`src/hw/rtl/rsc_pkg.sv`:
```
// Shared types, codes and constants of the RPN stack calculator.
package rsc_pkg;

  localparam int STACK_DEPTH_DEF = 32;
  localparam int DUMP_MAX        = 32;
  localparam int WORD_W          = 32;
  localparam logic [7:0] ALPHA_OPAQUE = 8'hFF;

  // Neighbor select of a stack slot: code 3 holds, 3 + s takes the word s slots above.
  localparam logic [2:0] SEL_HOLD = 3'd3;
  localparam logic [2:0] SEL_ROT  = 3'd4;
  localparam logic [2:0] SEL_MAX  = 3'd6;
  localparam int         NBR_CNT  = 7;

  typedef logic [WORD_W-1:0] rsc_word_t;

  typedef enum logic [3:0] {
    ACT_PUSH     = 4'd0,
    ACT_PUSH_RGB = 4'd1,
    ACT_ADD      = 4'd2,
    ACT_SUB      = 4'd3,
    ACT_MUL      = 4'd4,
    ACT_DIV      = 4'd5,
    ACT_DUP      = 4'd6,
    ACT_DROP     = 4'd7,
    ACT_SWAP     = 4'd8,
    ACT_ROT      = 4'd9,
    ACT_CLEAR    = 4'd10,
    ACT_DUMP     = 4'd11,
    ACT_RGB      = 4'd12,
    ACT_HEX      = 4'd13
  } rsc_action_e;

  typedef enum logic [1:0] {
    KIND_ACK    = 2'd0,
    KIND_COLOR  = 2'd1,
    KIND_HEADER = 2'd2,
    KIND_ELEM   = 2'd3
  } rsc_kind_e;

  typedef struct packed {
    rsc_action_e        action;
    logic signed [31:0] operand;
  } rsc_in_t;

  typedef struct packed {
    rsc_kind_e          kind;
    logic signed [31:0] result_value;
    logic [5:0]         stack_depth;
    logic               last;
  } rsc_out_t;

  typedef struct packed {
    logic       en;
    logic [2:0] sel;
  } rsc_shift_t;

endpackage

```
`src/hw/rtl/rsc_cell.sv`:
```
// One stack slot: holds a word and takes it from a neighbor or a load value.
module rsc_cell (
  input  logic                            clk_i,
  input  rsc_pkg::rsc_shift_t             shift_i,
  input  logic                            load_i,
  input  rsc_pkg::rsc_word_t              load_val_i,
  input  logic [rsc_pkg::NBR_CNT-1:0][31:0] nbr_i,
  output rsc_pkg::rsc_word_t              word_o
);
  import rsc_pkg::*;

  rsc_word_t word_q, word_d;

  always_comb begin
    word_d = word_q;
    if (load_i) begin
      word_d = load_val_i;
    end else if (shift_i.sel <= SEL_MAX) begin
      word_d = nbr_i[shift_i.sel];
    end
  end

  always_ff @(posedge clk_i) begin
    if (shift_i.en) begin
      word_q <= word_d;
    end
  end

  assign word_o = word_q;

endmodule

```
`config.mk`:
```
export PLATFORM = sky130hd
export DESIGN_NAME = rsc_cell
export DESIGN_NICKNAME = d
export VERILOG_FILES = /design/src/hw/rtl/rsc_pkg.sv /design/src/hw/rtl/rsc_cell.sv
export SDC_FILE = /design/constraint.sdc
export NUM_CORES = 1
export LEC_CHECK = 0
export ABC_CLOCK_PERIOD_IN_PS = 8200
export BUFFER_PORTS_ARGS = -buffer_cell sky130_fd_sc_hd__buf_2
export CAP_MARGIN = 30
export CORE_MARGIN = 10
export CORE_UTILIZATION = 30
export CTS_CLUSTER_SIZE = 25
export DETAILED_ROUTE_END_ITERATION = 10
export HOLD_SLACK_MARGIN = 0.1
export PLACE_DENSITY = 0.69
export REMOVE_ABC_BUFFERS = 1
export SYNTH_ARGS = -nofsm -noshare
export SYNTH_HDL_FRONTEND = slang
export SYNTH_SLANG_ARGS = --single-unit
```
`constraint.sdc`:
```
create_clock -name clk_i -period 8.2 [get_ports clk_i]
set_clock_uncertainty 0.15 [all_clocks]
set_input_delay 0.82 -clock clk_i [delete_from_list [all_inputs] [get_ports clk_i]]
set_output_delay 0.82 -clock clk_i [all_outputs]
set_load 0.1 [all_outputs]
```
==> flow_summary.ini <==
[run_status]
status = finished clean

[detailed_routing]
drt_pass1_iterations = 4
ant_nets = 0
viasPerCell = 5.11
remaining_drc_errors = 0
wirelength_mm = 15.1
wire_per_inst_um = 20.3
first_iter_violations = 200
vias = 3793

[synthesis]
synth.area.top_cells = edfxtp_1 (30%), mux2i_1 (14%), mux2_2 (12%)
ys_seq_area_share_pct = 29.6
synth_area_um2 = 3250
synth.most_common_cell = mux2i_1
synth-edff-count = 32
synth_area_per_cell_um2 = 9.72
yosysTopAreaCell = edfxtp_1
synth_top_area_share_pct = 29.6
ys.flop_type = edfxtp_1
synth_async_sr_flop_share_pct = 0
ys_ff_latch = 32
ys_types = 22
netlist_instances = 334
yosysWarningCount = 0
synth_common_cells = mux2i_1 (45), mux2_2 (34), nand2_1 (33)

[timing]
tightest_slew_ns = 0.780
rsz0062_at_grt = false
finalMaxSlewViolations = 0
min_period_ns = 3.43
max_freq_mhz = 292
fin_setup_tns_ns = 0
fin_crit_sh_pct = 41.8
setup_viol = 0
slew_headroom_pct = 48.0
hold_violations = 0
hold_ws_ns = 0.664

[floorplanning]
fp.dieW_um = 124
die_y_um = 124
initial_core_util_pct = 31.2
ios = 294
dieArea_um2 = 15400
std_cell_rows = 37
core_area_um2 = 10400

[grt]
grt_pass1_vias = 4212
globalRouteOverflowTotal = 0
antenna_found_initial = 1
grt_usage_pct = 17.9
grt_max_degree = 66
grt_pass1_wl_mm = 21.7

[critical_path]
crit_top_cell = buf_4
crit_chain = buf_4 > buf_4 > clkinv_1 > a21oi_1 > o41ai_1
crit_start = shift_i[0]
setup.worst_path.class = in -> reg
path_max_fanout = 62
max_stage_delay_ns = 0.74
end_kind = flop
start_kind = input port
cp.required_ns = 8.05
cp_slowest_cell = buf_4
critPathBufInv = 3
crit_arrival_ns = 3.28
path_delay_family = buffers and inverters

[layout]
drive_gt1_share_pct = 58.8
nets = 867
stdcell_area_um2 = 4800
final_util_pct = 46.1
syn_to_final_growth_pct = 48.0
largest_register_ffs = 32

[clocking]
clk_path_buf_depth = 2
cts_resized = 0
cts_tree = yes
hold_buffers = 0
cts-buffers-inserted = 5
htree_levels = 2
postCtsSetupRepairBufs = 0
cts_sinks = 32
clk_pin_slew_ns = 0.07
cts-root-buf = clkbuf_8

[placed_design]
port_buffers = 293
place_area_um2 = 4720
hpwl_mm = 12.7
place_congestion = 0.917

[hold_path]
hp-class = in -> reg
min_from = load_val_i[5]

[power_and_ir_drop]
leakagePower_nw = 2.38
max-vdd-ir-drop_uv = 86.3
total_power_uw = 650
power_density_nw_per_um2 = 135

[run]
maxCapViolCount = 0
[kinds of logic (layout without fill, tap and decap cells)]
family | after synthesis | count (layout) | share of synthesized area [%]
other | 0 | 1 | 0
AO/OA/AOI/OAI | 114 | 114 | 26.7
AND/OR/NAND/NOR | 57 | 57 | 8.36
flip-flops | 32 | 32 | 29.6
multiplexers | 79 | 79 | 25.7
buffers and inverters | 52 | 323 | 9.63
[cell usage in the layout (no fill, tap or decap), types with 2 or more instances in the layout]
| cell | synthesis | routed |
|---|---|---|
| nor2b_1 | 19 | 19 |
| a221o_1 | 15 | 15 |
| nand2_1 | 33 | 33 |
| a21oi_1 | 32 | 32 |
| a211oi_1 | 17 | 17 |
| o221a_2 | 15 | 15 |
| buf_6 | 6 | 2 |
| mux2i_1 | 45 | 45 |
| o41ai_1 | 17 | 17 |
| clkbuf_8 | 0 | 5 |
| buf_4 | 7 | 4 |
| mux2_2 | 34 | 34 |
| edfxtp_1 | 32 | 32 |
| inv_1 | 16 | 16 |
| o22ai_1 | 17 | 17 |
| buf_2 | 11 | 292 |
| nand2b_1 | 3 | 3 |
[layout make-up]
cell class                      count  area, um2
Fill cell                        1062       5610
Multi-Input combinational cell    250       1990
Timing Repair Buffer              299       1540
Sequential cell                    32        961
Tap cell                          136        170
Clock buffer                        6       72.6
Inverter                           17       63.8
Clock inverter                      1       5.00
Antenna cell                        1       2.50
[routing by layer]
layer  GRT usage, %  vias to the layer above  wire length [um]  share of wire [%]
li1               -                     1850                 -                  -
met2           33.4                      207              7680                 51
met5              0                        -                 0                  0
met3           7.29                       10              1760                 12
met1           18.1                     1726              5500                 36
met4           4.24                        0               156                1.0
[path summary, 6_finish.rpt]
check                         to  slack, ns  depth (start not counted)
worst max-delay path  word_o[25]       4.77                          5
worst min-delay path   word_o[5]       0.66                          3
[metrics by stage]
stage | instances | worst slack, ns
after floorplan | 299 | 4.82
after global placement | 731 | 4.63
after detailed placement | 734 | 4.44
after CTS | 741 | 4.75
after global routing | 742 | 4.55
final | 742 | 4.77
[tightest hold or removal path, delay by kind of cell]
family | cells | cell delay, ns
and+or+nand+nor | 1 | 0.04
buffers and inverters | 1 | 0.08
AOI/OAI and AO/OA | 1 | 0.05
[where the power goes]
| part | internal [mW] | leakage [nW] | switching [mW] |
|---|---|---|---|
| registers | 0.203 | 0.310 | 0.00599 |
| clock network | 0.0577 | 0.0410 | 0.0584 |
| logic | 0.107 | 2.03 | 0.219 |
Note: power is estimated with default switching activity, not from simulation.
