**config.mk**
```make
export PLATFORM = sky130hd
export DESIGN_NAME = rsc_div
export DESIGN_NICKNAME = d
export VERILOG_FILES = /design/src/hw/rtl/rsc_pkg.sv /design/src/hw/rtl/rsc_div.sv
export SDC_FILE = /design/constraint.sdc
export NUM_CORES = 1
export LEC_CHECK = 0
export BUFFER_PORTS_ARGS = -buffer_cell sky130_fd_sc_hd__buf_2
export CORE_UTILIZATION = 40
export CTS_CLUSTER_SIZE = 40
export DETAILED_ROUTE_END_ITERATION = 7
export HOLD_SLACK_MARGIN = 0.05
export PLACE_DENSITY = 0.58
export SLEW_MARGIN = 5
export SYNTH_ARGS = -nofsm -noshare
export SYNTH_HDL_FRONTEND = slang
export SYNTH_SLANG_ARGS = --single-unit
```
**constraint.sdc**
```tcl
create_clock -name clk_i -period 9.6 [get_ports clk_i]
set_input_delay 1.44 -clock clk_i [delete_from_list [all_inputs] [get_ports clk_i]]
set_output_delay 1.44 -clock clk_i [all_outputs]
set_load 0.005 [all_outputs]
```
**src/hw/rtl/rsc_pkg.sv**
```systemverilog
// Shared types, codes and constants of the RPN stack calculator.
package rsc_pkg;

  localparam int STACK_DEPTH_DEF = 32;
  localparam int DUMP_MAX        = 32;
  localparam int WORD_W          = 32;
  localparam logic [7:0] ALPHA_OPAQUE = 8'hFF;

  // Neighbor select of a stack slot: code 3 holds, 3 + s takes the word s slots above.
  localparam logic [2:0] SEL_HOLD = 3'd3;
  localparam logic [2:0] SEL_ROT  = 3'd4;
  localparam logic [2:0] SEL_MAX  = 3'd6;
  localparam int         NBR_CNT  = 7;

  typedef logic [WORD_W-1:0] rsc_word_t;

  typedef enum logic [3:0] {
    ACT_PUSH     = 4'd0,
    ACT_PUSH_RGB = 4'd1,
    ACT_ADD      = 4'd2,
    ACT_SUB      = 4'd3,
    ACT_MUL      = 4'd4,
    ACT_DIV      = 4'd5,
    ACT_DUP      = 4'd6,
    ACT_DROP     = 4'd7,
    ACT_SWAP     = 4'd8,
    ACT_ROT      = 4'd9,
    ACT_CLEAR    = 4'd10,
    ACT_DUMP     = 4'd11,
    ACT_RGB      = 4'd12,
    ACT_HEX      = 4'd13
  } rsc_action_e;

  typedef enum logic [1:0] {
    KIND_ACK    = 2'd0,
    KIND_COLOR  = 2'd1,
    KIND_HEADER = 2'd2,
    KIND_ELEM   = 2'd3
  } rsc_kind_e;

  typedef struct packed {
    rsc_action_e        action;
    logic signed [31:0] operand;
  } rsc_in_t;

  typedef struct packed {
    rsc_kind_e          kind;
    logic signed [31:0] result_value;
    logic [5:0]         stack_depth;
    logic               last;
  } rsc_out_t;

  typedef struct packed {
    logic       en;
    logic [2:0] sel;
  } rsc_shift_t;

endpackage

```
**src/hw/rtl/rsc_div.sv**
```systemverilog
// Iterative signed divider, one quotient bit per cycle, zero on a zero divisor.
module rsc_div (
  input  logic               clk_i,
  input  logic               rst_ni,
  input  logic               start_i,
  input  rsc_pkg::rsc_word_t dividend_i,
  input  rsc_pkg::rsc_word_t divisor_i,
  output logic               done_o,
  output rsc_pkg::rsc_word_t quotient_o
);
  import rsc_pkg::*;

  logic        busy_q, done_q;
  logic [4:0]  cnt_q;
  rsc_word_t   rem_q, quo_q, den_q;
  logic        neg_q, zero_q;
  logic [32:0] rem_sh, diff;

  assign rem_sh = {rem_q, quo_q[31]};
  assign diff   = rem_sh - {1'b0, den_q};

  always_ff @(posedge clk_i or negedge rst_ni) begin
    if (!rst_ni) begin
      busy_q <= 1'b0;
      done_q <= 1'b0;
      cnt_q  <= '0;
    end else begin
      done_q <= 1'b0;
      if (start_i) begin
        busy_q <= 1'b1;
        cnt_q  <= '0;
      end else if (busy_q) begin
        cnt_q <= cnt_q + 5'd1;
        if (cnt_q == 5'd31) begin
          busy_q <= 1'b0;
          done_q <= 1'b1;
        end
      end
    end
  end

  always_ff @(posedge clk_i) begin
    if (start_i) begin
      quo_q  <= dividend_i[31] ? (32'd0 - dividend_i) : dividend_i;
      den_q  <= divisor_i[31] ? (32'd0 - divisor_i) : divisor_i;
      rem_q  <= '0;
      neg_q  <= dividend_i[31] ^ divisor_i[31];
      zero_q <= (divisor_i == '0);
    end else if (busy_q) begin
      if (!diff[32]) begin
        rem_q <= diff[31:0];
        quo_q <= {quo_q[30:0], 1'b1};
      end else begin
        rem_q <= rem_sh[31:0];
        quo_q <= {quo_q[30:0], 1'b0};
      end
    end
  end

  assign done_o     = done_q;
  assign quotient_o = zero_q ? '0 : (neg_q ? (32'd0 - quo_q) : quo_q);

endmodule

```
==> out/results.tsv, run 1 <==
stage	metric	value	unit
synth	main combinational cell family by area after synthesis	compound AO/OA/AOI/OAI gates	
synth	Cell Area, Synth	7874	um2
synth	instance count of the mapped netlist	897	
timing	Final TNS setup	0	ps
timing	Final Critical Period	4913	ps
clock_tree	Num CTS Buffers	9	
timing	final worst clock skew	4.261	ps
synth	Synth Area in Compound Gates	18.46	%
worst_setup_path	Crit Reg-Reg Endpoint	rem_q[27]	
route	DRC	0	
worst_setup_path	Critical Path Start	quo_q[0]	
pwr	worst vdd ir	119.9	uV
timing	Worst slew margin	28.31	%
worst_setup_path	Critical Setup Path Class	reg -> out	
timing	Worst Max-Slew Pin Slew	1070	ps
synth	Synth Area in Simple Gates	17.34	%
pwr	Pwr Total	2068	uW
floorplan	CORE AREA	19020	um2
synth	largest cells by area after synthesis	edfxtp_1 25%, dfxtp_1 8.1%, xor2_1 7.9%, ha_1 5.9%, nor2_1 5.7%	
floorplan	Boundary Pins	100	
synth	Post-synth top flop	edfxtp_1	
synth	Post-synth EDFFs	66	
floorplan	die footprint	20250	um2
layout	share of cells above drive strength 1	14.46	%
worst_setup_path	CP Data Arrival Time	3470	ps
clock_tree	clk buf depth	2	
layout	Layout Nets	1075	
floorplan	Die W	142.3	um
layout	commonest non-fill, non-tap cell in the layout	nor2_1	
layout	Fill cells	1935	
worst_setup_path	FF-to-FF path depth	12	
synth	largest area contributor in the netlist	edfxtp_1	
route	Vias/cell	5.215	
worst_setup_path	Worst setup SP type	flop	
floorplan	placement row count	50	
timing	worst setup margin	4687	ps
grt	first-pass GRT wire length	29640	um
synth	area share of fa/ha/maj cells after synthesis	6.134	%
grt	total congestion overflow	0	
clock_tree	H-tree Lvls	3	
synth	syn_nets	1002	
timing	RSZ-0062 raised after global routing	no	
synth	Synth Register Bits	105	
grt	initial antenna violation count	0	
worst_setup_path	worst r2r src	den_q[0]	
timing	final worst path period share	51.18	%
placement	RePlAce Congestion	0.8452	
floorplan	Die Y	142.3	um
clock_tree	setup bufs post-CTS	0	
clock_tree	CTS Hold Buffers Added	0	
route	Antenna Violating Nets Remaining	0	
timing	Final Hold Viols	0	
placement	IO buf count	99	
layout	Syn-to-layout area delta	12.38	%
synth	library cells used by synthesis	63	
route	drt initial violations	270	
clock_tree	Clk Latency, worst-skew pair	350	ps
worst_setup_path	sequence of cells on the critical path	inv_1 > ha_1 > nand2b_1 > nand2b_1 > or4_1 > or3_1 > or3_1 > nand2b_1 > o31ai_1 > xor2_1 > nor2_1 > buf_2	
worst_setup_path	reg2reg setup slack	5450	ps
floorplan	starting density of the core	41.40	%
route	wire per inst	14.34	um
grt	number of global-route vias before repair	6006	
layout	commonest non-fill, non-tap cells in the layout	120 x nor2_1, 98 x buf_2, 71 x xor2_1	
worst_setup_path	CP most frequent cell	nand2b_1	
job	Max Cap Viol	0	
synth	register area share after synthesis	35.53	%
layout	# diodes	0	
timing	final setup vio count	0	
clock_tree	CTS root buffer	clkbuf_16	
synth	post-synthesis mux area share	4.624	%
route	drt pass-1 iters	5	
synth	Yosys warning total	0	
worst_setup_path	CP max FO	4	
worst_setup_path	WP data required	8160	ps
grt	largest net degree at the start of global routing	81	
synth	area share of the largest cell type after synthesis	25.17	%
clock_tree	clock-pin slew on the worst setup and hold paths	70	ps
synth	area share of xor/xnor cells in the synthesized design	13.57	%
pwr	Pleak	0.003616	uW
worst_setup_path	Slowest cell on crit path	or4_1	
route	routed via count	6441	
route	routed wire length	17710	um
timing	Max Slew Vio Count	0	
clock_tree	post-CTS sizing	0	
worst_setup_path	Critical Path Sink	quotient_o[28]	
run_status	outcome	complete, no violations	
worst_setup_path	CP max stage delay	470	ps
timing	Max Freq	0.2035	GHz
placement	DP Wirelength	13320	um
synth	Avg Cell Area, Syn	8.778	um2
clock_tree	CTS tree	yes	
worst_setup_path	Crit. End Element	output port	
pwr	Cell Pwr Density	233.8	nW/um2
clock_tree	CTS sink count	105	
grt	GRT Util Overall	18.36	%
synth	ys async rst share	6.667	%
worst_hold_path	Tightest Hold Check Type	reg -> reg	
placement	setup slack after placement	5061	ps
## metal layers
metal	routed length [um]	global-route usage (%)	up-vias
li1	-	-	3375
met1	9052	26.58	2960
met2	7994	28.38	90
met3	409	1.884	16
met4	252	6.225	0
met5	0	0	-
## through the flow
step,std cells,utilization [%],area (um2),hold WS [ps]
after detailed placement,1219,45.11,8578,496.3
final,1235,46.53,8848,504.8
after global routing,1235,46.53,8848,515.4
after floorplan,897,-,7874,471.9
after global placement,1219,45.11,8578,490.6
after CTS,1235,46.53,8848,506.5
## state kept, by name, summed over array words and instances, names as in the netlist
name and count:
den_q 32, quo_q 32, rem_q 32, cnt_q 5
busy_q 1, done_o 1, neg_q 1, zero_q 1
## how the worst min path moves through the flow
stage,start,endpoint,cells after the start
global route,rem_q[24],rem_q[24],2
floorplan,rem_q[1],rem_q[1],2
detailed placement,rem_q[24],rem_q[24],2
global placement,rem_q[21],rem_q[21],2
finish,rem_q[24],rem_q[24],2
CTS,rem_q[24],rem_q[24],2
## where the power goes
| part | internal, uW | switching (uW) | leakage, uW |
|---|---|---|---|
| clock network | 179 | 172 | 0.000135 |
| registers | 594 | 90.5 | 0.00101 |
| logic | 464 | 569 | 0.00247 |
| total | 1240 | 832 | 0.00362 |
## critical path, delay by kind of cell, from the launching register on
kind / cells / cell delay (ps)
AOI/OAI and AO/OA: 1 / 250
adders and majority gates: 1 / 160
and+or+nand+nor: 7 / 1870
DFF: 1 / 430
buffers and inverters: 2 / 230
xor gates and xnor gates: 1 / 160
## synthesized netlist by cell type (all sizes together) (3+ instances only)
master    n
nand2b   13
dfrtp     7
inv      49
mux2i    33
nand3b    3
nor4      6
edfxtp   66
clkbuf   36
o211ai    4
ha       37
o31ai    28
o41ai    12
dfxtp    32
a211oi   36
nand2    58
and2      4
xor2     71
nand3    10
nand4     6
xnor2    51
o21a      4
buf       5
nor2b     4
nor3     14
or2       4
and3      3
a21o      6
a21oi    63
or4      16
or3      17
nor2    120
mux2      3
o21ai    48
## cell type report
class	count	area [um2]	share of cell area [%]
Clock inverter	5	37.54	0.4242
Multi-Input combinational cell	702	4742	53.59
Inverter	49	183.9	2.079
Tap cell	260	325.3	3.676
Sequential cell	105	2799	31.63
Clock buffer	11	232.7	2.630
Timing Repair Buffer	103	528.0	5.967
## logic make-up (layout without fill, tap and decap cells)
kind of cell / Yosys count / after routing
compound gates: 223 / 223
xor+xnor: 122 / 122
fa+ha+maj: 38 / 38
buf+inv: 90 / 168
flops: 105 / 105
mux: 36 / 36
simple gates: 283 / 283
(Power assumes the default switching activity.)
==> run 2: changes to the inputs <==
--- a/config.mk
+++ b/config.mk
@@ -10,7 +10,7 @@
 export CTS_CLUSTER_SIZE = 40
 export DETAILED_ROUTE_END_ITERATION = 7
 export HOLD_SLACK_MARGIN = 0.05
-export PLACE_DENSITY = 0.58
+export PLACE_DENSITY = 0.6
 export SLEW_MARGIN = 5
 export SYNTH_ARGS = -nofsm -noshare
 export SYNTH_HDL_FRONTEND = slang
==> constraint.sdc (replaced) <==
create_clock -name clk_i -period 4.3 [get_ports clk_i]
set_input_delay 0.645 -clock clk_i [delete_from_list [all_inputs] [get_ports clk_i]]
set_output_delay 0.645 -clock clk_i [all_outputs]
set_load 0.005 [all_outputs]
==> out/results.tsv, run 2 (synthesis results as in run 1) <==
stage	metric	value	unit
timing	Final Critical Period	4088	ps
worst_setup_path	Critical Setup Path Class	reg -> out	
floorplan	die footprint	20250	um2
timing	Worst slew margin	29.25	%
layout	commonest non-fill, non-tap cells in the layout	120 x nor2_1, 98 x buf_2, 71 x xor2_1	
pwr	Psw	1860	uW
route	drt pass-1 iters	7	
job	Max Cap Viol	0	
worst_setup_path	Buf+Inv Stages, Crit Path	1	
worst_setup_path	WP data required	3650	ps
pwr	Seq pwr share	32.7	%
route	Vias/cell	5.303	
pwr	Pwr Total	4710	uW
worst_setup_path	Worst path top cell family by delay	simple AND/OR/NAND/NOR gates	
layout	share of cells above drive strength 1	14.58	%
timing	RSZ-0062 raised after global routing	no	
timing	Max Slew Vio Count	0	
worst_setup_path	CP Data Arrival Time	3440	ps
pwr	P_int	2851	uW
route	Antenna Violating Nets Remaining	0	
layout	Syn-to-layout area delta	13.06	%
floorplan	Boundary Pins	100	
worst_setup_path	Worst setup SP type	flop	
clock_tree	CTS tree	yes	
pwr	Logic pwr share	49.3	%
clock_tree	CTS sink count	105	
floorplan	Die W	142.3	um
pwr	Pleak	0.003635	uW
run_status	outcome	complete, no violations	
route	wire per inst	14.46	um
timing	final setup vio count	0	
layout	fin cells	1234	
route	drt initial violations	360	
worst_setup_path	reg2reg setup slack	700	ps
route	routed via count	6544	
worst_setup_path	worst r2r src	quo_q[31]	
worst_hold_path	Tightest Hold Check Type	in -> async	
timing	Max Freq	0.2446	GHz
layout	Final Util	46.81	%
clock_tree	H-tree Lvls	3	
floorplan	CORE AREA	19020	um2
grt	first-pass GRT wire length	29530	um
worst_setup_path	CP max FO	4	
worst_setup_path	CP max stage delay	460	ps
timing	final worst path period share	95.08	%
clock_tree	Num CTS Buffers	9	
layout	# diodes	0	
grt	largest net degree at the start of global routing	83	
route	routed wire length	17840	um
grt	total congestion overflow	0	
route	DRC	0	
clock_tree	CTS root buffer	clkbuf_16	
timing	final worst clock skew	9.024	ps
layout	Layout Nets	1074	
clock_tree	setup bufs post-CTS	0	
pwr	Cell Pwr Density	529.1	nW/um2
placement	RePlAce Congestion	0.8090	
placement	DP Cell Count	1218	
worst_setup_path	Slowest cell on crit path	edfxtp_1	
worst_setup_path	sequence of cells on the critical path	nor4_1 > nand2b_1 > or4_1 > or3_4 > or3_4 > nand2b_1 > o31ai_1 > xor2_1 > nor2_1 > buf_2	
floorplan	Die Y	142.3	um
worst_setup_path	FF-to-FF path depth	13	
floorplan	starting density of the core	41.40	%
floorplan	placement row count	50	
clock_tree	clk buf depth	2	
pwr	worst vdd ir	261.9	uV
grt	GRT Util Overall	18.12	%
clock_tree	clock-pin slew on the worst setup and hold paths	70	ps
worst_setup_path	Critical Path Start	quo_q[5]	
layout	commonest non-fill, non-tap cell in the layout	nor2_1	
layout	Regs by FF count	den_q (32), quo_q (32), rem_q (32)	
placement	IO buf count	99	
timing	Final Hold Viols	0	
grt	initial antenna violation count	0	
timing	Final TNS setup	0	ps
layout	Fill cells	1919	
worst_setup_path	Crit. End Element	output port	
clock_tree	Clk Latency, worst-skew pair	350	ps
pwr	switch share	39.48	%
worst_setup_path	Crit Reg-Reg Endpoint	rem_q[0]	
placement	DP Wirelength	13400	um
pwr	Clk pwr share	17.9	%
timing	hold slack	111.6	ps
timing	Worst Max-Slew Pin Slew	1061	ps
grt	number of global-route vias before repair	5988	
==> run 2: changes by cell type in the layout (fill, tap and decap cells not counted), sizes merged <==
cell and change:
bufinv +1, buf -1, clkbuf +1, clkinv -1, inv -1
==> run 2: worst max path at each step <==
| stage | depth (start not counted) | to | slack, ps |
|---|---|---|---|
| global placement | 12 | quotient_o[28] | 570 |
| finish | 10 | quotient_o[28] | 210 |
| global route | 12 | quotient_o[28] | 20 |
| detailed placement | 12 | quotient_o[28] | 510 |
| CTS | 12 | quotient_o[28] | 120 |
| floorplan | 8 | den_q[29] | 860 |
==> run 2: power groups by stage <==
stage | clock, uW | sequential, uW | combinational, uW
2_1_floorplan | 0 | 1490 | 1830
3_5_place_dp | 0 | 1560 | 2320
5_1_grt | 901 | 1580 | 2600
4_1_cts | 871 | 1540 | 2330
6_report | 845 | 1540 | 2320
3_3_place_gp | 0 | 1560 | 2310
==> run 2: worst register-to-register path: cells and delay by family (launching register included) <==
kind / cells / cell delay [ps]
xor+xnor: 1 / 200
buf+inv: 2 / 400
fa+ha+maj: 2 / 410
flops: 1 / 350
compound gates: 5 / 1530
mux: 1 / 380
simple gates: 2 / 250
==> run 2: area by class of cell <==
cell class | instances | area, um2 | area share, %
Timing Repair Buffer | 102 | 545.5 | 6.128
Multi-Input combinational cell | 702 | 4752 | 53.38
Clock buffer | 12 | 246.5 | 2.769
Tap cell | 260 | 325.3 | 3.654
Clock inverter | 4 | 50.05 | 0.5622
Inverter | 49 | 183.9 | 2.066
Sequential cell | 105 | 2799 | 31.44
==> run 2: what timing repair did <==
item                                   in CTS  in global routing
setup endpoints to repair                   0                  2
gates resized for setup                     0                  2
hold buffers                                0                  0
endpoints found under the hold margin       0                  0
==> run 2: metal layers <==
layer	GRT usage [%]	vias up	wire length [um]
li1	-	3380	-
met3	1.817	14	609
met5	0	-	0
met2	27.53	119	7781
met4	5.376	0	198
met1	26.96	3031	9251
==> run 2: metrics by stage <==
step	instance area [um2]	setup WS [ps]
after floorplan	7874	856.9
after detailed placement	8596	511.1
after global routing	8902	16.67
final	8902	211.7
after global placement	8596	573.2
after CTS	8892	120.9
==> run 3: changes to the inputs <==
--- a/config.mk
+++ b/config.mk
@@ -6,11 +6,11 @@
 export NUM_CORES = 1
 export LEC_CHECK = 0
 export BUFFER_PORTS_ARGS = -buffer_cell sky130_fd_sc_hd__buf_2
-export CORE_UTILIZATION = 40
+export CORE_UTILIZATION = 54
 export CTS_CLUSTER_SIZE = 40
 export DETAILED_ROUTE_END_ITERATION = 7
 export HOLD_SLACK_MARGIN = 0.05
-export PLACE_DENSITY = 0.6
+export PLACE_DENSITY = 0.77
 export SLEW_MARGIN = 5
 export SYNTH_ARGS = -nofsm -noshare
 export SYNTH_HDL_FRONTEND = slang
==> out/results.tsv, run 3 (synthesis results as in run 1) <==
stage	metric	value	unit
run_status	outcome	complete, no violations	
layout	Syn-to-layout area delta	11.85	%
floorplan	CORE AREA	14040	um2
route	wire per inst	14.74	um
layout	fin cells	1156	
clock_tree	clk buf depth	2	
layout	commonest non-fill, non-tap cells in the layout	120 x nor2_1, 98 x buf_2, 71 x xor2_1	
floorplan	starting density of the core	56.07	%
route	Antenna Violating Nets Remaining	0	
floorplan	Die W	122.8	um
floorplan	die footprint	15070	um2
grt	largest net degree at the start of global routing	83	
timing	final worst path period share	94.72	%
layout	# diodes	0	
grt	initial antenna violation count	0	
route	DRC	0	
timing	Max Freq	0.2455	GHz
timing	Max Slew Vio Count	0	
floorplan	Die Y	122.8	um
clock_tree	Num CTS Buffers	9	
clock_tree	clock-pin slew on the worst setup and hold paths	70	ps
pwr	Cell Pwr Density	531.2	nW/um2
pwr	Pwr Total	4678	uW
route	drt pass-1 iters	5	
clock_tree	setup bufs post-CTS	0	
layout	Regs by FF count	den_q (32), quo_q (32), rem_q (32)	
layout	share of cells above drive strength 1	14.86	%
clock_tree	CTS sink count	105	
timing	final worst clock skew	11.21	ps
grt	first-pass GRT wire length	28290	um
clock_tree	CTS tree	yes	
clock_tree	CTS root buffer	clkbuf_16	
clock_tree	Clk Latency, worst-skew pair	350	ps
route	Vias/cell	5.732	
layout	commonest non-fill, non-tap cell in the layout	nor2_1	
job	Max Cap Viol	0	
grt	GRT Util Overall	23.57	%
route	drt initial violations	448	
pwr	Pleak	0.003641	uW
clock_tree	H-tree Lvls	3	
layout	Layout Nets	1076	
worst_hold_path	Tightest Hold Check Type	in -> async	
placement	IO buf count	99	
floorplan	Boundary Pins	100	
route	routed wire length	17050	um
worst_setup_path	Crit. End Element	output port	
worst_setup_path	CP max FO	4	
timing	final setup vio count	0	
timing	Worst slew margin	28.13	%
placement	RePlAce Congestion	0.8735	
floorplan	placement row count	43	
clock_tree	CTS Hold Buffers Added	0	
worst_setup_path	WP data required	3650	ps
grt	number of global-route vias before repair	5958	
timing	Final TNS setup	0	ps
placement	DP Cell Count	1140	
pwr	worst vdd ir	364.2	uV
timing	Final Hold Viols	0	
timing	Worst Max-Slew Pin Slew	1078	ps
grt	total congestion overflow	0	
placement	DP Wirelength	12690	um
worst_setup_path	Critical Setup Path Class	reg -> out	
worst_setup_path	Worst setup SP type	flop	
route	routed via count	6626	
timing	RSZ-0062 raised after global routing	no	
worst_setup_path	CP Data Arrival Time	3430	ps
timing	Final Critical Period	4073	ps
==> run 3: cell types whose count changed in the layout (fill, tap and decap cells not counted), sizes merged <==
cell	delta
buf	+2
inv	-1
bufinv	-1
clkinv	+1
clkbuf	+1
==> run 3: cell type report <==
type,count,area (um2)
clock inverter,3,22.52
inverter,49,183.9
fill,1215,5235
clock buffer,13,271.5
multi-input combinational,702,4757
tap,180,225.2
timing repair buffer,104,548.0
sequential,105,2799
==> run 3: what timing repair did <==
| item | 4_1_cts | 5_1_grt |
|---|---|---|
| setup endpoints to repair | 0 | 3 |
| resized for setup | 0 | 3 |
| endpoints found under the hold margin | 0 | 0 |
==> run 3: metal layers <==
metal  global-route usage [%]  vias to the layer above  routed length (um)
li1                         -                     3383                   -
met1                    35.30                     3077                8587
met2                    35.36                      150                7579
met3                    2.881                       16                 660
met4                    6.936                        0                 216
met5                        0                        -                   0
==> run 3: final timing paths <==
path	startpoint	endpoint	slack (ps)	cells after the start
worst max-delay path	quo_q[0]	quotient_o[28]	230	12
worst min-delay path	rst_ni	done_o	120	1
worst max register to register	den_q[0]	rem_q[6]	640	12
worst min register to register	rem_q[16]	rem_q[16]	510	2
max in group asynchronous	rst_ni	busy_q	4020	1
min in group clk_i	rem_q[16]	rem_q[16]	510	2
==> run 3: metrics by stage <==
step	setup WS, ps	hold WS, ps	utilization, %	instance area (um2)
3_5_place_dp	518.7	488.9	60.52	8498
3_3_place_gp	604.0	486.5	60.52	8498
6_report	227.0	115.1	62.72	8807
2_1_floorplan	856.9	349.4	-	7874
5_1_grt	28.28	124.0	62.72	8807
4_1_cts	117.3	114.0	62.61	8792
==> run 3: power breakdown <==
| group | switching [uW] | internal [uW] | leakage (uW) |
|---|---|---|---|
| sequential | 221 | 1330 | 0.00101 |
| clock | 371 | 447 | 0.000145 |
| combinational | 1270 | 1040 | 0.00249 |
==> run 3: worst max-delay path: stages, from the launching register on <==
cell	delay [ps]
edfxtp_1	430
inv_1	110
ha_1	170
nand2b_1	90
nand2b_1	160
or4_1	470
or3_4	420
or3_4	400
nand2b_1	200
o31ai_2	240
xor2_1	160
nor2_1	50
buf_2	170
